`config.mk`:
```
export PLATFORM = sky130hd
export DESIGN_NAME = lru_page_replacement_flat
export DESIGN_NICKNAME = d
export VERILOG_FILES = /design/src/lpr_pkg.sv /design/src/lpr_if.sv /design/src/lpr_ram.sv /design/src/lru_page_replacement.sv /design/src/flat_wrapper.sv
export SDC_FILE = /design/constraint.sdc
export NUM_CORES = 1
export LEC_CHECK = 0
export ABC_CLOCK_PERIOD_IN_PS = 5700
export BUFFER_PORTS_ARGS = -buffer_cell sky130_fd_sc_hd__buf_2
export CORE_ASPECT_RATIO = 0.7
export CORE_UTILIZATION = 55
export DETAILED_ROUTE_END_ITERATION = 12
export PLACE_DENSITY = 0.73
export SYNTH_ARGS = -nofsm -noshare
export SYNTH_HDL_FRONTEND = slang
export SYNTH_SLANG_ARGS = --single-unit
```
`constraint.sdc`:
```
create_clock -name i_clk -period 5.7 [get_ports i_clk]
set_input_delay 0.285 -clock i_clk [delete_from_list [all_inputs] [get_ports i_clk]]
set_output_delay 0.285 -clock i_clk [all_outputs]
set_load 0.01 [all_outputs]
```
`src/lpr_pkg.sv`:
```
// Shared types and constants for the LRU page replacement block.
package lpr_pkg;

    localparam int PAGE_W     = 16;
    localparam int FRAME_W    = 4;
    localparam int FAULT_W    = 32;
    localparam int CFG_W      = 5;

    localparam logic [CFG_W-1:0] CFG_RESET = 5'd4;

    typedef logic [PAGE_W-1:0]  t_page;
    typedef logic [FRAME_W-1:0] t_frame;
    typedef logic [FAULT_W-1:0] t_fault;
    typedef logic [CFG_W-1:0]   t_cfg;

    typedef enum logic [2:0] {
        S_IDLE = 3'b001,
        S_SCAN = 3'b010,
        S_DONE = 3'b100
    } t_state;

endpackage

```
`src/lpr_if.sv`:
```
// Handshake channel interfaces for page references, results and configuration.
interface lpr_in_if import lpr_pkg::*; ();
    logic  valid;
    logic  ready;
    t_page page;

    modport source (output valid, output page, input ready);
    modport sink   (input valid, input page, output ready);
endinterface

interface lpr_out_if import lpr_pkg::*; ();
    logic   valid;
    logic   ready;
    logic   hit;
    t_frame frame_index;
    logic   evicted_valid;
    t_page  evicted_page;
    t_fault fault_count;

    modport source (output valid, output hit, output frame_index, output evicted_valid,
                    output evicted_page, output fault_count, input ready);
    modport sink   (input valid, input hit, input frame_index, input evicted_valid,
                    input evicted_page, input fault_count, output ready);
endinterface

interface lpr_cfg_if import lpr_pkg::*; ();
    logic valid;
    logic ready;
    t_cfg data;

    modport source (output valid, output data, input ready);
    modport sink   (input valid, input data, output ready);
endinterface

```
`src/lpr_ram.sv`:
```
// Generic single-port-write, single-port-read RAM with a registered read.
module lpr_ram #(
    parameter int WIDTH = 16,
    parameter int DEPTH = 16
) (
    input  logic                                    i_clk,
    input  logic                                    i_we,
    input  logic [((DEPTH > 1) ? $clog2(DEPTH) : 1)-1:0] i_waddr,
    input  logic [WIDTH-1:0]                        i_wdata,
    input  logic                                    i_re,
    input  logic [((DEPTH > 1) ? $clog2(DEPTH) : 1)-1:0] i_raddr,
    output logic [WIDTH-1:0]                        o_rdata
);
    logic [WIDTH-1:0] r_mem [DEPTH];
    logic [WIDTH-1:0] r_rdata;

    always_ff @(posedge i_clk) begin
        if (i_we) begin
            r_mem[i_waddr] <= i_wdata;
        end
        if (i_re) begin
            r_rdata <= r_mem[i_raddr];
        end
    end

    assign o_rdata = r_rdata;
endmodule

```
`src/lru_page_replacement.sv`:
```
// Top level of the fully associative LRU page replacement block.
//
// Each page reference accepted on the input channel is looked up among the
// first frame_count frames (0 acts as 1, values above FRAMES act as FRAMES).
// A hit refreshes the recency of the lowest-numbered matching frame; a miss
// counts a saturating fault and fills the lowest empty active frame, or else
// replaces the least recently used active frame and reports the page it held.
// Page tags live in a RAM with one read port, so the lookup scans the active
// frames one per cycle; a new reference is accepted only after the previous
// one has finished its scan and been written to the output register.
// A finished result sits in an output register, and the next reference is
// accepted while that result still waits to be taken. The frame count may be
// written only while the block is idle; the configuration channel is always
// ready. Valid bits and recency ranks are kept in flip-flops cleared by reset,
// so the block needs no clearing pass after reset.
module lru_page_replacement import lpr_pkg::*; #(
    parameter int FRAMES    = 16,
    parameter int PAGE_BITS = 16
) (
    input  logic       i_clk,
    input  logic       i_rst_n,
    lpr_in_if.sink     i_in,
    lpr_out_if.source  o_out,
    lpr_cfg_if.sink    i_cfg
);
    // Index width of a frame, width of the active count, stored tag width and
    // width of a recency rank.
    localparam int FIDX_W = (FRAMES > 1) ? $clog2(FRAMES) : 1;
    localparam int ACT_W  = $clog2(FRAMES + 1);
    localparam int PW     = (PAGE_BITS < PAGE_W) ? PAGE_BITS : PAGE_W;
    localparam int RW     = FIDX_W;

    typedef logic [FIDX_W-1:0] t_fidx;
    typedef logic [RW-1:0]     t_rank;
    typedef logic [PW-1:0]     t_tag;

    // Control state.
    t_state r_state, n_state;
    t_cfg   r_frame_count;
    logic   r_issued_all;
    logic   r_cv;
    logic   r_hit;
    logic   r_empty;
    logic   r_out_valid;
    logic   r_valid [FRAMES];
    t_rank  r_rank  [FRAMES];
    t_fault r_fault;

    // Datapath registers of the item in flight.
    t_tag   r_page;
    t_fidx  r_idx;
    t_fidx  r_ci;
    t_fidx  r_hit_idx;
    t_rank  r_hit_rank;
    t_fidx  r_empty_idx;
    t_fidx  r_best_idx;
    t_rank  r_best_rank;
    t_tag   r_best_page;

    // Result register.
    logic   r_o_hit;
    t_frame r_o_frame;
    logic   r_o_ev_valid;
    t_page  r_o_ev_page;

    logic [ACT_W-1:0] act;
    t_fidx  last_idx;
    logic   in_acc;
    logic   out_take;
    logic   issuing;
    t_tag   ram_rdata;
    logic   cmp_vb;
    t_rank  cmp_rank;
    logic   cmp_match;
    logic   best_upd;
    logic   fin;
    t_fidx  sel_frame;
    t_rank  sel_rank;
    logic   was_valid;
    t_fault fault_next;

    // Clamp the programmed frame count into 1..FRAMES.
    always_comb begin
        if (r_frame_count == '0) begin
            act = ACT_W'(1);
        end else if (32'(r_frame_count) > 32'(FRAMES)) begin
            act = ACT_W'(FRAMES);
        end else begin
            act = ACT_W'(r_frame_count);
        end
    end
    assign last_idx = FIDX_W'(act - ACT_W'(1));

    assign i_in.ready  = (r_state == S_IDLE);
    assign i_cfg.ready = 1'b1;
    assign in_acc      = i_in.valid && (r_state == S_IDLE);
    assign out_take    = r_out_valid && o_out.ready;
    assign issuing     = (r_state == S_SCAN) && !r_issued_all;

    // The tag RAM is read one frame per cycle during the scan and written once
    // when a miss installs the new page. The write lands before the next scan
    // can start, so no forwarding is needed.
    lpr_ram #(
        .WIDTH (PW),
        .DEPTH (FRAMES)
    ) u_tags (
        .i_clk   (i_clk),
        .i_we    (fin && !r_hit),
        .i_waddr (sel_frame),
        .i_wdata (r_page),
        .i_re    (issuing),
        .i_raddr (r_idx),
        .o_rdata (ram_rdata)
    );

    // Compare stage: the tag read last cycle meets the valid bit and rank of
    // the same frame.
    assign cmp_vb    = r_valid[r_ci];
    assign cmp_rank  = r_rank[r_ci];
    assign cmp_match = cmp_vb && (ram_rdata == r_page);
    assign best_upd  = (r_ci == '0) || (cmp_rank > r_best_rank);

    // Selection of the frame that receives the reference.
    assign fin        = (r_state == S_DONE) && (!r_out_valid || o_out.ready);
    assign sel_frame  = r_hit ? r_hit_idx : (r_empty ? r_empty_idx : r_best_idx);
    assign sel_rank   = r_hit ? r_hit_rank : r_best_rank;
    assign was_valid  = r_hit || !r_empty;
    assign fault_next = (!r_hit && (r_fault != '1)) ? r_fault + FAULT_W'(1) : r_fault;

    always_comb begin
        n_state = r_state;
        unique case (r_state)
            S_IDLE: begin
                if (in_acc) begin
                    n_state = S_SCAN;
                end
            end
            S_SCAN: begin
                if (r_cv && (r_ci == last_idx)) begin
                    n_state = S_DONE;
                end
            end
            S_DONE: begin
                if (fin) begin
                    n_state = S_IDLE;
                end
            end
            default: begin
                n_state = S_IDLE;
            end
        endcase
    end

    always_ff @(posedge i_clk) begin
        if (!i_rst_n) begin
            r_state       <= S_IDLE;
            r_frame_count <= CFG_RESET;
            r_issued_all  <= 1'b0;
            r_cv          <= 1'b0;
            r_hit         <= 1'b0;
            r_empty       <= 1'b0;
            r_out_valid   <= 1'b0;
            r_fault       <= '0;
            for (int j = 0; j < FRAMES; j++) begin
                r_valid[j] <= 1'b0;
                r_rank[j]  <= '0;
            end
        end else begin
            r_state <= n_state;
            r_cv    <= issuing;
            if (i_cfg.valid) begin
                r_frame_count <= i_cfg.data;
            end
            if (in_acc) begin
                r_issued_all <= 1'b0;
                r_hit        <= 1'b0;
                r_empty      <= 1'b0;
            end else begin
                if (issuing && (r_idx == last_idx)) begin
                    r_issued_all <= 1'b1;
                end
                if (r_cv && cmp_match && !r_hit) begin
                    r_hit <= 1'b1;
                end
                if (r_cv && !cmp_vb && !r_empty) begin
                    r_empty <= 1'b1;
                end
            end
            if (fin) begin
                r_out_valid <= 1'b1;
            end else if (out_take) begin
                r_out_valid <= 1'b0;
            end
            // Touching a frame ages the more recent valid frames by one; a
            // frame that was empty ages every valid frame.
            if (fin) begin
                r_fault <= fault_next;
                for (int j = 0; j < FRAMES; j++) begin
                    if (FIDX_W'(j) == sel_frame) begin
                        r_rank[j]  <= '0;
                        r_valid[j] <= 1'b1;
                    end else if (r_valid[j] && (!was_valid || (r_rank[j] < sel_rank))) begin
                        r_rank[j] <= RW'(r_rank[j] + RW'(1));
                    end
                end
            end
        end
    end

    always_ff @(posedge i_clk) begin
        if (in_acc) begin
            r_page <= i_in.page[PW-1:0];
            r_idx  <= '0;
        end else if (issuing) begin
            r_idx <= FIDX_W'(r_idx + FIDX_W'(1));
        end
        r_ci <= r_idx;
        if (r_cv && cmp_match && !r_hit) begin
            r_hit_idx  <= r_ci;
            r_hit_rank <= cmp_rank;
        end
        if (r_cv && !cmp_vb && !r_empty) begin
            r_empty_idx <= r_ci;
        end
        if (r_cv && best_upd) begin
            r_best_idx  <= r_ci;
            r_best_rank <= cmp_rank;
            r_best_page <= ram_rdata;
        end
        if (fin) begin
            r_o_hit      <= r_hit;
            r_o_frame    <= FRAME_W'(sel_frame);
            r_o_ev_valid <= !r_hit && !r_empty;
            r_o_ev_page  <= (!r_hit && !r_empty) ? PAGE_W'(r_best_page) : '0;
        end
    end

    assign o_out.valid         = r_out_valid;
    assign o_out.hit           = r_o_hit;
    assign o_out.frame_index   = r_o_frame;
    assign o_out.evicted_valid = r_o_ev_valid;
    assign o_out.evicted_page  = r_o_ev_page;
    assign o_out.fault_count   = r_fault;
endmodule

```
`src/flat_wrapper.sv`:
```
// flat-port wrapper written by rule: the top's interface ports become plain ports
module lru_page_replacement_flat import lpr_pkg::*;
#(
    parameter int FRAMES    = 16,
    parameter int PAGE_BITS = 16
)
  (i_clk, i_rst_n, i_in_valid, i_in_page, i_in_ready, o_out_valid, o_out_hit, o_out_frame_index, o_out_evicted_valid, o_out_evicted_page, o_out_fault_count, o_out_ready, i_cfg_valid, i_cfg_data, i_cfg_ready);
  lpr_in_if i_in_i ();
  lpr_out_if o_out_i ();
  lpr_cfg_if i_cfg_i ();
  input  logic i_clk;
  input  logic i_rst_n;
  input wire logic [$bits(i_in_i.valid)-1:0] i_in_valid;
  input wire logic [$bits(i_in_i.page)-1:0] i_in_page;
  output wire logic [$bits(i_in_i.ready)-1:0] i_in_ready;
  output wire logic [$bits(o_out_i.valid)-1:0] o_out_valid;
  output wire logic [$bits(o_out_i.hit)-1:0] o_out_hit;
  output wire logic [$bits(o_out_i.frame_index)-1:0] o_out_frame_index;
  output wire logic [$bits(o_out_i.evicted_valid)-1:0] o_out_evicted_valid;
  output wire logic [$bits(o_out_i.evicted_page)-1:0] o_out_evicted_page;
  output wire logic [$bits(o_out_i.fault_count)-1:0] o_out_fault_count;
  input wire logic [$bits(o_out_i.ready)-1:0] o_out_ready;
  input wire logic [$bits(i_cfg_i.valid)-1:0] i_cfg_valid;
  input wire logic [$bits(i_cfg_i.data)-1:0] i_cfg_data;
  output wire logic [$bits(i_cfg_i.ready)-1:0] i_cfg_ready;
  assign i_in_i.valid = i_in_valid;
  assign i_in_i.page = i_in_page;
  assign i_in_ready = i_in_i.ready;
  assign o_out_valid = o_out_i.valid;
  assign o_out_hit = o_out_i.hit;
  assign o_out_frame_index = o_out_i.frame_index;
  assign o_out_evicted_valid = o_out_i.evicted_valid;
  assign o_out_evicted_page = o_out_i.evicted_page;
  assign o_out_fault_count = o_out_i.fault_count;
  assign o_out_i.ready = o_out_ready;
  assign i_cfg_i.valid = i_cfg_valid;
  assign i_cfg_i.data = i_cfg_data;
  assign i_cfg_ready = i_cfg_i.ready;
  lru_page_replacement #(.FRAMES(FRAMES), .PAGE_BITS(PAGE_BITS)) u_core (.i_clk(i_clk), .i_rst_n(i_rst_n), .i_in(i_in_i), .o_out(o_out_i), .i_cfg(i_cfg_i));
endmodule
```
==> After elaboration in Yosys (flattened, before gate mapping) <==
Memories as Yosys holds them, arrays and structs flattened. A register that Yosys moved wholly into a read port is not among the register bits.
Cells that the tools add are included.
{ "classes": {"addsub": 19, "magnitude_cmp": 18, "n_eq_ne": 25, "n_mux": 206, "bitwise_logic": 49, "reduce_logical": 63} }
{ "ops": {"columns": ["op", "n"], "rows": [
  ["$mux W1", 165],
  ["$mux W4", 37],
  ["$add A4 B1 Y4 const B", 17],
  ["$lt A4 B4 Y1", 16],
  ["$or A1 B1 Y1", 48],
  ["$add A32 B1 Y32 const B", 1],
  ["$eq A4 B4 Y1 const A", 8],
  ["$ne A32 B32 Y1 const B", 1],
  ["$logic_and A1 B1 Y1", 31],
  ["$logic_or A1 B1 Y1", 19],
  ["$eq A16 B16 Y1", 1],
  ["$eq A3 B4 Y1 const A", 4],
  ["$mux W3", 3],
  ["$pmux W3 S3", 1],
  ["$eq A2 B4 Y1 const A", 2],
  ["$eq A4 B4 Y1", 2],
  ["$logic_not A4 Y1", 2],
  ["$logic_not A1 Y1", 6],
  ["$gt A5 B5 Y1 const B", 1],
  ["$logic_not A5 Y1", 1],
  ["$eq A1 B4 Y1 const A", 1],
  ["$gt A4 B4 Y1", 1],
  ["$ne A2 B1 Y1 const B", 2],
  ["$sub A4 B1 Y4 const B", 1],
  ["other kinds (9)", 9]
]} }
{ "word_totals": {"regBits": 127, "mem_bits_rw": 336, "input_bits": 26, "out_inout_bits": 57, "n_memories": 3} }
{ "memory_table": {"columns": ["name", "words", "width", "rd", "rd_clocked_by_memory_dff", "wr", "line", "source"], "rows": [
  ["u_core.u_tags.r_mem", 16, 16, 1, 1, 1, "lpr_ram.sv:14", "logic [WIDTH-1:0] r_mem [DEPTH];"],
  ["u_core.r_rank", 16, 4, 17, 1, 16, "lru_page_replacement.sv:46", "t_rank r_rank [FRAMES];"],
  ["u_core.r_valid", 16, 1, 17, 1, 16, "lru_page_replacement.sv:45", "logic r_valid [FRAMES];"]
]} }

==> Depth between registers and ports, before layout <==
{ "logic_depth": {"depth_word": 11, "mapped_depth": 11, "ltp_nobuf": 9} }

==> By module <==
From an unflattened synthesis, not the netlist that was laid out.
{ "unflattened": {"cells_unflattened": 1381, "hier_area_um2": 21028.9} }
{ "modules_own_cells": {"columns": ["module", "n_inst", "cells_per_inst", "area_per_inst_um2"], "rows": [
  ["lru_page_replacement", 1, 949, 10825.4],
  ["lpr_ram", 1, 432, 10203.5]
]} }

==> Worst setup path before layout <==
OpenSTA, ideal clock, no wires.
{ "synth_timing": {"path_type": "register to register", "startpoint": "register u_core.r_ci[0]", "endpoint": "register u_core.r_best_idx[0], enable pin", "setup_time_ns": 0.442, "arrival_time_ns": 4.408, "path_slack_ns": 0.850, "path_stages_with_launch": 11, "path_buffers": 2, "cell_sequence": "dfxtp_1 > clkbuf_1 > clkbuf_1 > mux4_2 > mux4_2 > ha_1 > nor2b_1 > o21a_1 > o21a_1 > o21ai_0 > a21boi_0"} }
{ "synth_via": {"elab_chain_cells": 3} }
{ "synth_lines": {"columns": ["element", "line", "source"], "rows": [
  ["start: declaration", "lru_page_replacement.sv:52", "t_fidx r_ci;"],
  ["start signal: assignment", "lru_page_replacement.sv:217", "r_ci <= r_idx;"],
  ["$logic_not A4 Y1", "lru_page_replacement.sv:121", "assign best_upd = (r_ci == '0) || (cmp_rank > r_best_rank);"],
  ["$logic_or A1 B1 Y1", "lru_page_replacement.sv:121", null],
  ["$logic_and A1 B1 Y1", "lru_page_replacement.sv:225", "if (r_cv && best_upd) begin"],
  ["end signal: assignment", "lru_page_replacement.sv:226", "r_best_idx <= r_ci;"],
  ["end: declaration", "lru_page_replacement.sv:56", "t_fidx r_best_idx;"]
]} }
No other way between the ends.
A chain may end at the register's enable or synchronous reset.

==> Final worst setup path <==
{ "layout_timing": {"startpoint": "register u_core.r_ci[0]", "endpoint": "register u_core.r_best_page[1], enable pin"} }
{ "layout_via": {"elab_chain_cells": 3} }
{ "layout_lines": {"columns": ["element", "line", "source"], "rows": [
  ["$logic_not A4 Y1", "lru_page_replacement.sv:121", null],
  ["$logic_or A1 B1 Y1", "lru_page_replacement.sv:121", null],
  ["$logic_and A1 B1 Y1", "lru_page_replacement.sv:225", null],
  ["end signal: assignment", "lru_page_replacement.sv:228", "r_best_page <= ram_rdata;"],
  ["end: declaration", "lru_page_replacement.sv:58", "t_tag r_best_page;"]
]} }
No other way between the ends.

==> run_results.csv <==
group,metric,value,unit
outcome,outcome,"finished, final reports clean",
final_layout,fin_util,0.6332,
worst_setup_path,crit_buf_inv,2,
synth,synth_area_leaders,"edfxtp_1, mux4_2, dfxtp_1",
synth,netlist_area,20950,um2
grt,grt_pass1_vias,12148,
synth,yosys.area.top_type,"edfxtp_1",
drt,wl,47510,um
power,pwr-share-clk,0.414,
worst_setup_path,crit_path_top_delay_cell,"mux4_2",
power,switching_share,0.2121,
grt,grt_use_total,0.2509,
floorplanning,pin_count,83,
worst_setup_path,crit_path_start_kind,"flop",
floorplanning,die_h,165.3,um
final_layout,n_fill_cell,2724,
drt,drt_iter0_markers,1513,
sta,clock.fmax,274.5,MHz
clocking,post_cts_resized,0,
final_layout,syn2layout_area_growth,12.89,%
sta,finClkSkew,24.54,ps
grt,antenna_found_initial,0,
synth,synth_nets,1424,
sta,setup-tns-final,0,ps
sta,min_period_over_period,0.6392,
synth,synth_edf_count,417,
clocking,cts.hold.buffers_added,21,
power,intPower,0.005658,W
worst_hold_path,hold_path.class,"input port to flop",
final_layout,layout-drive-gt1-share,0.2063,
sta,setup_viol,0,
synth,synth_cell_types,59,
floorplanning,core,37350,um2
clocking,cts_tree,"built",
sta,final_max_slew_viol_count,0,
grt,grt_pass1_wl,73030,um
run,max_cap_violations,0,
worst_setup_path,critPathCaptureType,"flop",
power,seq_power_share,0.547,
clocking,clockRootBuffer,"clkbuf_16",
synth,ys.warnings.count,0,
worst_setup_path,worstPathCellList,"buf_4 -> mux4_2 -> mux4_2 -> ha_1 -> nor2b_1 -> o21a_1 -> o21a_1 -> o21ai_0 -> a21boi_2 -> buf_4",
clocking,clock_path_buffers,3,
sta,maxSlewHeadroom,0.2110,
grt,grt_max_degree,56,
power,p_sw,0.001523,W
floorplanning,initial_core_util,0.5609,
final_layout,diodes,0,
grt,grt-ovfl-total,0,
placed_design,dp.cells,1864,
sta,worstMarginPinSlew,1183,ps
clocking,clock-sinks,479,
final_layout,nNetsFinal,1543,
synth,postSynthRegisterBits,479,
worst_setup_path,worstPathRequired,5940,ps
synth,synth_top_area_frac,0.5976,
synth,ys_seq_area_frac,0.6569,
power,p_leak,7.906,nW
final_layout,finalNonFillerCells,1971,
final_layout,fin_area,23650,um2
drt,dr.pass1.iters,5,
sta,hold_viol_final,0,
synth,async_reset_ff_frac,0,
final_layout,multi_input_area,6894,um2
placed_design,place_hpwl,30700,um
worst_setup_path,timing_worst_setup_path_type,"flop to flop",
clocking,post-cts-setup-buffers,0,
worst_setup_path,crit_fanout,23,
drt,antenna_left,0,
drt,post-route-drc-count,0,
clocking,clkLatencyLatePin,570,ps
floorplanning,die_w,235.3,um
power,peakVddDrop,0.2461,mV
placed_design,routabilityCongestion,0.8486,
worst_setup_path,cpPeakStageDelay,610,ps
sta,rsz0062_at_grt,"no",
clocking,cts_max_level,2,
worst_setup_path,crit_family,"multiplexers",
clocking,cts_buffers,47,
drt,routed-via-count,12379,
synth,synthFlopType,"edfxtp_1",
worst_setup_path,critPathArrivalTime,3880,ps
synth,syn_avg_cell_area,15.79,um2
synth,synthCells,1327,
floorplanning,die-area,38890,um2
power,comb_power_share,0.039,
final_layout,layout.area.seq,13770,um2
power,power.density,303.6,nW/um2
clocking,cts.clk_slew.worst_paths,60,ps
placed_design,io_buffers,81,
drt,avgViaCountPerCell,6.281,
floorplanning,rows,59,
placed_design,dpl_cell_area,21970,um2
drt,wire_per_inst,24.10,um
sta,min_period,3643,ps
-- power groups by stage --
stage | sequential [W] | combinational (W) | clock, W
2_1_floorplan | 0.00396 | 0.000203 | 0
5_1_grt | 0.00393 | 0.000306 | 0.00316
4_1_cts | 0.00393 | 0.000279 | 0.00303
3_3_place_gp | 0.00400 | 0.000258 | 0
3_5_place_dp | 0.00400 | 0.000265 | 0
6_report | 0.00393 | 0.000281 | 0.00297
-- Yosys cell counts, types with 9 or more instances --
library cell,count
and2_1,18
o21ai_0,41
mux2i_1,19
dfxtp_1,62
o41ai_1,9
nor3_1,19
ha_1,71
mux4_2,104
edfxtp_1,417
nor2_1,114
nand2b_1,9
o21a_1,23
a21oi_1,38
xor2_1,28
buf_2,12
nor4_1,10
xnor2_1,32
clkbuf_1,35
o2111ai_1,20
nand2_1,52
inv_1,26
or3_1,23
nand3_1,35
nand3b_1,15
nand4_1,14
-- area by class of cell --
cell class                      count  share of cell area
Tap cell                          488             0.02581
Clock inverter                     26             0.01026
Inverter                           31            0.004920
Sequential cell                   479              0.5821
Timing Repair Buffer              126             0.03364
Clock buffer                       60             0.05179
Multi-Input combinational cell    761              0.2915
-- kinds of logic (layout without fill, tap and decap cells) --
| group | Yosys count | count (layout) | share of synthesized area |
|---|---|---|---|
| flip-flops | 479 | 479 | 0.6569 |
| AND/OR/NAND/NOR | 339 | 339 | 0.08277 |
| AO/OA/AOI/OAI | 166 | 166 | 0.05410 |
| multiplexers | 124 | 124 | 0.1214 |
| buffers and inverters | 87 | 243 | 0.01720 |
| adder cells (fa/ha/maj) | 71 | 71 | 0.04240 |
| XOR/XNOR | 60 | 60 | 0.02508 |
| other | 1 | 1 | 0.0001790 |
-- metal layers --
metal	vias up	wire [um]	track usage
met4	0	819	0.06298
met5	-	0	0
met3	70	5474	0.07414
met1	6215	21230	0.3831
met2	608	19990	0.3518
li1	5486	-	-
-- tightest hold or removal path, delay by kind of cell --
| kind | cells | cell delay (ps) |
|---|---|---|
| compound gates | 1 | 70 |
| buf+inv | 1 | 90 |
| simple gates | 1 | 120 |
-- flip-flops by register name, indices dropped and copies added, names as in the netlist, 3 cells and up --
signal,flops
u_core.r_valid,16
u_core.u_tags.r_mem,256
u_core.r_best_rank,4
u_core.r_ci,4
u_core.r_rank,64
u_core.r_idx,4
u_core.r_hit_idx,4
u_core.o_out.fault_count,32
u_core.r_state,3
u_core.o_out.evicted_page,16
u_core.r_best_page,16
u_core.r_empty_idx,4
u_core.r_hit_rank,4
u_core.o_out.frame_index,4
u_core.r_frame_count,5
u_core.r_page,16
u_core.u_tags.o_rdata,16
u_core.r_best_idx,4
-- final timing paths --
path                              from                              end  slack, ps  depth (start not counted)
max reg2reg     u_core.r_ci[0]$_DFF_P_  u_core.r_best_page[1]$_DFFE_PP_       2060                         10
min reg2reg  u_core.r_valid[2]$_DFF_P_        u_core.r_valid[2]$_DFF_P_        490                          1
max             u_core.r_ci[0]$_DFF_P_  u_core.r_best_page[1]$_DFFE_PP_       2060                         10
min                        o_out_ready  u_core.o_out.valid$_SDFFE_PN0P_         40                          3
-- layout by cell type (no fill, tap or decap), types with 5 or more instances in the layout --
| cell type | Yosys | layout |
|---|---|---|
| nand3_1 | 35 | 35 |
| buf_4 | 1 | 24 |
| o311a_1 | 6 | 6 |
| o22a_1 | 8 | 8 |
| o21ai_0 | 41 | 41 |
| nor3_1 | 19 | 14 |
| mux4_2 | 104 | 104 |
| xnor2_1 | 32 | 32 |
| nor2_2 | 0 | 12 |
| nor2_1 | 114 | 102 |
| clkinv_1 | 5 | 15 |
| buf_2 | 12 | 81 |
| dfxtp_1 | 62 | 60 |
| nand3b_1 | 15 | 15 |
| clkinv_2 | 0 | 6 |
| edfxtp_1 | 417 | 417 |
| o41ai_1 | 9 | 9 |
| a21oi_1 | 38 | 38 |
| inv_1 | 26 | 26 |
| clkbuf_16 | 0 | 47 |
| clkbuf_1 | 35 | 13 |
| nor4_1 | 10 | 10 |
| o21a_1 | 23 | 23 |
| dlygate4sd3_1 | 0 | 21 |
| o2111ai_1 | 20 | 20 |
| and2_1 | 18 | 18 |
| xor2_1 | 28 | 28 |
| and3_1 | 5 | 5 |
| nand2b_1 | 9 | 9 |
| nand4_1 | 14 | 14 |
| ha_1 | 71 | 71 |
| or3_1 | 23 | 23 |
| nor3_2 | 1 | 6 |
| mux2i_1 | 19 | 18 |
| nand2_1 | 52 | 52 |
-- per-stage QoR --
step	hold WS (ps)	worst slack (ps)	total power [W]
final	36.29	2057	0.007181
after global routing	43.23	1910	0.007400
after CTS	23.11	2082	0.007231
after detailed placement	463.1	2116	0.004267
after global placement	458.0	2151	0.004256
after floorplan	329.0	850.1	0.004167
No activity file was read; power rests on OpenSTA's default activity.
